$ cat config.mk
export PLATFORM = sky130hd
export DESIGN_NAME = lst_cell
export DESIGN_NICKNAME = d
export VERILOG_FILES = /design/src/hw/rtl/lst_pkg.sv /design/src/hw/rtl/lst_cell.sv
export SDC_FILE = /design/constraint.sdc
export NUM_CORES = 1
export LEC_CHECK = 0
export ABC_AREA = 1
export BUFFER_PORTS_ARGS = -buffer_cell sky130_fd_sc_hd__buf_4
export CELL_PAD_IN_SITES_DETAIL_PLACEMENT = 0
export CELL_PAD_IN_SITES_GLOBAL_PLACEMENT = 1
export CORE_UTILIZATION = 41
export CTS_BUF_LIST = sky130_fd_sc_hd__clkbuf_2
export CTS_CLUSTER_DIAMETER = 40
export DETAILED_ROUTE_END_ITERATION = 12
export PLACE_DENSITY_LB_ADDON = 0.1
export SYNTH_ARGS = -nofsm -noshare
export SYNTH_HDL_FRONTEND = slang
export SYNTH_SLANG_ARGS = --single-unit
$ cat constraint.sdc
create_clock -name i_clk -period 9.46 [get_ports i_clk]
set_input_delay 0.946 -clock i_clk [delete_from_list [all_inputs] [get_ports i_clk]]
set_output_delay 0.946 -clock i_clk [all_outputs]
set_load 0.005 [all_outputs]
$ cat src/hw/rtl/lst_pkg.sv
// ----------------------------------------------------------------------------
// lst_pkg
// Shared types and command codes for the lock slot table.
// ----------------------------------------------------------------------------
package lst_pkg;

    localparam int ID_W  = 64;
    localparam int CMD_W = 3;

    // request commands
    localparam logic [CMD_W-1:0] CMD_INIT    = 3'd0;
    localparam logic [CMD_W-1:0] CMD_CREATE  = 3'd1;
    localparam logic [CMD_W-1:0] CMD_LOCK    = 3'd2;
    localparam logic [CMD_W-1:0] CMD_UNLOCK  = 3'd3;
    localparam logic [CMD_W-1:0] CMD_DESTROY = 3'd4;

    // bank select
    localparam logic BANK_SPIN  = 1'b0;
    localparam logic BANK_MUTEX = 1'b1;

    // request token that walks down the slot chain
    typedef struct packed {
        logic [CMD_W-1:0] cmd;
        logic             bank;
        logic [ID_W-1:0]  lock_id;
        logic [ID_W-1:0]  owner_id;
        logic [ID_W-1:0]  new_id;
        logic             done;
        logic             ok;
    } t_tok;

endpackage

$ cat src/hw/rtl/lst_cell.sv
// ----------------------------------------------------------------------------
// lst_cell
// One slot of both banks; acts on the passing request token and forwards it.
// ----------------------------------------------------------------------------
module lst_cell
    import lst_pkg::*;
(
    input  logic i_clk,
    input  logic i_rst_n,
    input  logic i_vld,
    input  t_tok i_tok,
    output logic o_vld,
    output t_tok o_tok
);

    // slot state, index 0 spin bank, index 1 mutex bank
    logic [1:0]      r_used, n_used;
    logic [1:0]      r_held, n_held;
    logic [ID_W-1:0] r_id [2];
    logic [ID_W-1:0] n_id [2];
    logic [ID_W-1:0] r_owner, n_owner;

    logic r_vld;
    t_tok r_tok, n_tok;
    logic w_hit;

    assign w_hit = r_used[i_tok.bank] && (r_id[i_tok.bank] == i_tok.lock_id);

    // slot update and token hand-off
    always_comb begin
        n_used  = r_used;
        n_held  = r_held;
        n_id[0] = r_id[0];
        n_id[1] = r_id[1];
        n_owner = r_owner;
        n_tok   = i_tok;
        if (i_vld) begin
            if (i_tok.cmd == CMD_INIT) begin
                n_used = '0;
                n_held = '0;
            end else if (!i_tok.done) begin
                case (i_tok.cmd)
                    CMD_CREATE: begin
                        if (!r_used[i_tok.bank]) begin
                            n_used[i_tok.bank] = 1'b1;
                            n_held[i_tok.bank] = 1'b0;
                            n_id[i_tok.bank]   = i_tok.new_id;
                            n_tok.done         = 1'b1;
                            n_tok.ok           = 1'b1;
                        end
                    end
                    CMD_LOCK: begin
                        if (w_hit) begin
                            n_tok.done = 1'b1;
                            if (!r_held[i_tok.bank] &&
                                (i_tok.bank == BANK_SPIN || i_tok.owner_id != '0)) begin
                                n_held[i_tok.bank] = 1'b1;
                                if (i_tok.bank == BANK_MUTEX) begin
                                    n_owner = i_tok.owner_id;
                                end
                                n_tok.ok = 1'b1;
                            end
                        end
                    end
                    CMD_UNLOCK: begin
                        if (w_hit) begin
                            n_tok.done = 1'b1;
                            if (r_held[i_tok.bank] &&
                                (i_tok.bank == BANK_SPIN || r_owner == i_tok.owner_id)) begin
                                n_held[i_tok.bank] = 1'b0;
                                n_tok.ok           = 1'b1;
                            end
                        end
                    end
                    CMD_DESTROY: begin
                        if (w_hit) begin
                            n_used[i_tok.bank] = 1'b0;
                            n_held[i_tok.bank] = 1'b0;
                            n_tok.done         = 1'b1;
                            n_tok.ok           = 1'b1;
                        end
                    end
                    default: begin
                    end
                endcase
            end
        end
    end

    // control state
    always_ff @(posedge i_clk) begin
        if (!i_rst_n) begin
            r_used <= '0;
            r_held <= '0;
            r_vld  <= 1'b0;
        end else begin
            r_used <= n_used;
            r_held <= n_held;
            r_vld  <= i_vld;
        end
    end

    // payload
    always_ff @(posedge i_clk) begin
        r_id[0] <= n_id[0];
        r_id[1] <= n_id[1];
        r_owner <= n_owner;
        r_tok   <= n_tok;
    end

    assign o_vld = r_vld;
    assign o_tok = r_tok;

endmodule

# == Yosys cells after proc, flatten, opt, wreduce, memory -nomap -nowiden ==
# Memories as Yosys holds them, arrays and structs flattened.
# Cells that the tools add are included.
# word_totals
elab_cells,91
n_memories,1
ram_bits,128
inputBits,201
ff_bits,267
# mem_list
name,depth,word_bits,rd,rd_clocked_by_memory_dff,write_ports,line,rtl
r_id,2,64,3,0,2,lst_cell.sv:19,logic [ID_W-1:0] r_id [2];
# op_classes
n_eq_ne,13
bitwise_logic,9
n_mux,38
reduce_logical,15
n_lt_le_gt_ge,4
# ops
op,count
2-to-1 mux 128 bit,5
bitwise mux 128 bit,1
== test 64 bit,2
demux 64 bit (select 1 bit),1
2-to-1 mux 64 bit,1
nonzero test 64 bit,1
2-to-1 mux 2 bit,19
"inequality test 3 bit, second input constant",6
one-hot mux 2 bit (4 select lines),2
AND reduction 9 bit,1
2-to-1 mux 1 bit,7
AND reduction 7 bit,1
"== test 3 x 2 -> 1 bit, second input constant",2
logical AND 1 bit,5
AND reduction 5 bit,1
nonzero test 5 bit,1
AND 2 bit,2
bitwise OR 2 bit,2
one-hot mux 2 bit (2 select lines),1
"== test 3 x 1 -> 1 bit, second input constant",1
"== test 3 bit, second input constant",1
zero test 3 bit,1
inverter 1 bit,3
nonzero test 3 bit,1
10 further kinds,11

# == Depth between registers and ports, before layout ==
# logic_depth
depth_word,11
mapped_depth,20

# == Least setup slack after synthesis ==
# No wires, ideal clock.
# synth_path
path_kind,input-to-reg
from,in i_tok[194] (netlist bit)
to,reg r_owner[0] (enable)
path_stages,11
setup_ns,0.578
t_arrival_ns,6.740
setup_slack_ns,2.142
n_path_buf,2
path_cell_list,buf_4 buf_2 o21ai_0 nand4_1 nor2_1 nand2_1 nor2_1 nand2_1 nor2_2 nand3b_1 nor3b_1
# synth_between
elab_chain_cells,5
word_cells_on_any_way,12
cone_classes,eq/ne (1); mux (4); bitwise (1); reduce/logical (5); memory (1)
# synth_rtl
element,line,rtl
from (decl),lst_cell.sv:11,"input t_tok i_tok,"
branches (longest 4 deep; another with memory (2 x 64 bit)),-,
AND reduction 7 bit (no line) (*),-,
to (signal assigned),lst_cell.sv:107,r_owner <= n_owner;
to (decl),lst_cell.sv:21,"logic [ID_W-1:0] r_owner, n_owner;"
# Mark *: on every way between the ends. The select of a mux whose other input is x is not followed.
# A chain may end at the register's enable or synchronous reset.

# == Final worst setup path ==
# layout_path
from,in i_tok[194] (netlist bit)
to,reg r_owner[13] (enable)
# The elaborated chain is that of the path after synthesis.

==> run summary <==
The run finished with clean final reports. The total area inside the core boundary comes to 33800 µm². The total clock sinks is 395, and the cell depth of the worst hold path is 1. For this run, the slowest stage of the critical path takes 670 ps.

In this run the vertical extent of the chip is 188 µm. Entering global routing, the biggest net connects 75 pins. The clock-pin slew reported for the worst setup and hold paths after clock tree synthesis came out at 90 ps. The tool flagged a number of max-cap violations equal to 0.

The number of antenna violations at the first check in global routing came out at 4. The cell area that synthesis handed to floorplanning was 14200 µm². The met2 layer usage reported by global route came out at 0.412.

The number of buffers and inverters on the critical path was 4; the tightest slew margin relative to the limit was 0.257. In this run the worst path has a maximum fanout of 74. The period utilization came out at 0.400. The worst hold path terminates at o_tok[150]. The first global-routing pass estimated 62.6 mm of wire. The number of cell instances on the worst register-to-register path is 11, and the largest buffer count on any clock path is 3.

The minimum clock period came out at 3780 ps. The path class of the tightest hold or removal check is in -> reg. The category of the critical setup timing path was in -> reg. Compared with the post-synthesis result, the final layout area differs by 41.6%. The run gives 5 as the total iterations of the first detailed-routing run. Yosys mapped a number of flops with a built-in enable equal to 192.

In this run the most critical hold path is launched from i_tok[150]. The count of final max-slew check failures came out at 0. The most used flip-flop cell after synthesis is sky130_fd_sc_hd__dfxtp_1.

Synthesis handed over a netlist of 1431 instances. The critical path goes through buf_4 -> inv_2 -> buf_4 -> nand2_1 -> nand2_1 -> nand2_1 -> nand2_1 -> nand3_1 -> nor2_1 -> nand3b_1 -> nor2_2 -> nand3b_1 -> nor3b_2 -> buf_4. Sequential share of the synthesized area: 0.692. Setup repair after global routing left no endpoint under its margin. The total count of hold-check failures in the final report was 0.

The largest total area in the synthesized netlist belongs to sky130_fd_sc_hd__edfxtp_1. The detail route stage leaves a number of antenna-violating nets equal to 0. The library cell used most frequently in the layout, excluding fill and tap cells, is sky130_fd_sc_hd__nand2_1. The maximum clock frequency was 0.264 GHz. The layout cell share with drive strength beyond 1 came out at 0.271.

The async set or reset register ratio after synthesis was 0; the leakage power summed over all cells was 9.66 nW. For flop-to-flop paths, the worst setup slack is 6200 ps. The family with the most delay on the worst path is buffers and inverters. In the layout the commonest cells are sky130_fd_sc_hd__nand2_1 (514), sky130_fd_sc_hd__buf_4 (404), sky130_fd_sc_hd__dfxtp_1 (203), sky130_fd_sc_hd__edfxtp_1 (192), sky130_fd_sc_hd__inv_1 (178).

The slew at the pin closest to its max-slew limit came out at 1100 ps. The run gives 0.420 as the starting utilization of the core area. In this run the critical register-to-register path is captured at r_owner[13].

After synthesis, the cell types taking the most area are sky130_fd_sc_hd__edfxtp_1 (41%), sky130_fd_sc_hd__dfxtp_1 (29%), sky130_fd_sc_hd__nand2_1 (14%), sky130_fd_sc_hd__inv_1 (4.7%), sky130_fd_sc_hd__nor2_1 (3.4%). The cell repeated most along the worst path is sky130_fd_sc_hd__nand2_1. The peak supply drop is 0.108 mV. Kind of end point of the critical path: a flop.

Layer carrying the most global-route usage: met2. The routed layout has 11653 vias. The floorplan has 67 rows. Start of the worst register-to-register path: r_used[0].

CTS placed an instance of sky130_fd_sc_hd__clkbuf_2 at the clock tree root. For the worst setup path, the data arrival time is 4380 ps. TritonCTS built the clock tree. The logs give 11692 for the number of global-route vias before repair and 66.2 ps for the worst clock skew. Clock latency on the worst-skew pair, taken at its later pin, is 1020 ps.

The logs give 99 for the clock buffer count from CTS and 102 ps for the post-route worst hold slack. The clock tree synthesis step divided the H-tree into 3 levels. Routability-driven placement finished with a final weighted congestion of 0.855. For the required arrival time at the worst endpoint, the log shows 10050 ps.

In this run the power density over the cells is 169 nW/µm². Each instance of the synthesized netlist takes up on average 9.92 µm². The run gives 41.7 mm as the final wirelength.

After detailed routing, the average wire length per cell comes to 16.0 µm. Adding up every negative setup slack in the final design gives 0 ps. At the end of the flow, the number of nets in the layout was 2267. For the number of library cell types mapped by synthesis, the log shows 29. The first routing iteration left 587 violations. The met3 routing resource usage after global routing is 0.0601, and the HPWL after detailed placement is 29.3 mm. The share of Yosys cell area claimed by the top area cell type is 0.406, and the post-cts sizing count is 0. The quantity of I/O buffers inserted on ports works out to 399. The sum of overflow across all layers after global routing was 0. In this run the horizontal extent of the chip is 188 µm.

During synthesis, Yosys emitted a total of 0 warnings. On the critical path, the stage with the largest delay is an instance of sky130_fd_sc_hd__buf_4. The worst setup path is launched from a primary input. The die area is 35400 µm², and the via density per instance is 4.48. For this design the top-level I/O count stands at 400. The synthesized design contains 395 register bits. Setup violations remaining at the end of the flow were counted as 0. Synthesis produced a netlist with a net count of 1632. The logs give 0.270 for the met1 routing resource usage after global routing and 0 for the DRC violation count after routing.

For the total global routing track utilization, the log shows 0.235.
## worst max-delay path by stage
stage,from,end,slack [ps],cells past startpoint
after floorplan,i_tok[194],r_owner[0],2140,11
after global placement,i_tok[194],r_owner[24],4800,13
after detailed placement,i_tok[194],r_owner[24],4750,13
after CTS,i_tok[194],r_owner[13],5850,13
after global routing,i_tok[194],r_owner[13],5560,13
final,i_tok[194],r_owner[13],5680,14
## state kept, by name, indices dropped and copies added (netlist names)
register  count
r_id        128
r_held        2
r_used        2
r_owner      64
o_vld         1
o_tok       198
## cells in the mapped netlist, drive strengths merged (2+ instances only)
cell type  instances
nor3               8
xnor2             13
nand3b            19
buf               17
dfxtp            203
xor2               5
nand3             75
a21oi             12
nor4               9
edfxtp           192
nand4             16
o21ai             27
clkinv             2
nand2            515
inv              180
nor2             130
o211ai             2
## cells by family after synthesis
kind of cell | share of synthesized area
flops | 0.692
xor+xnor | 0.0111
buf+inv | 0.0575
compound gates | 0.0164
simple gates | 0.223
## metal layers
metal	up-vias	share of wire
met5	-	0.00050
met4	4	0.025
met3	71	0.059
met2	397	0.51
met1	5305	0.41
li1	5876	-
## power breakdown
group | switching (mW) | internal (mW) | total [mW]
clock network | 0.680 | 0.499 | 1.18
logic | 0.175 | 0.186 | 0.361
registers | 0.0139 | 1.84 | 1.85
total | 0.869 | 2.52 | 3.39
## cell type report
type                       instances  area (µm²)
multi-input combinational        837        3580
fill                            2950       13700
sequential                       395        9830
tap                              448         561
antenna                            3        7.51
clock buffer                     160         801
clock inverter                    24         149
timing repair buffer             551        4500
inverter                         182         683
## stage by stage
stage / setup WS (ps) / util / cells / power [mW] / cell area, µm²
after floorplan: 2140 / - / 1431 / 2.00 / 14200
after global placement: 4800 / 0.523 / 2266 / 2.20 / 17700
after detailed placement: 4750 / 0.523 / 2266 / 2.20 / 17700
after CTS: 5850 / 0.594 / 2595 / 3.43 / 20100
after global routing: 5560 / 0.595 / 2598 / 3.56 / 20100
final: 5680 / 0.595 / 2600 / 3.39 / 20100
## timing repair
item                      CTS  global route
hold buffers              145             2
buffers inserted            0             0
hold endpoints to repair  149             2
Power figures use the tool's default switching activity.
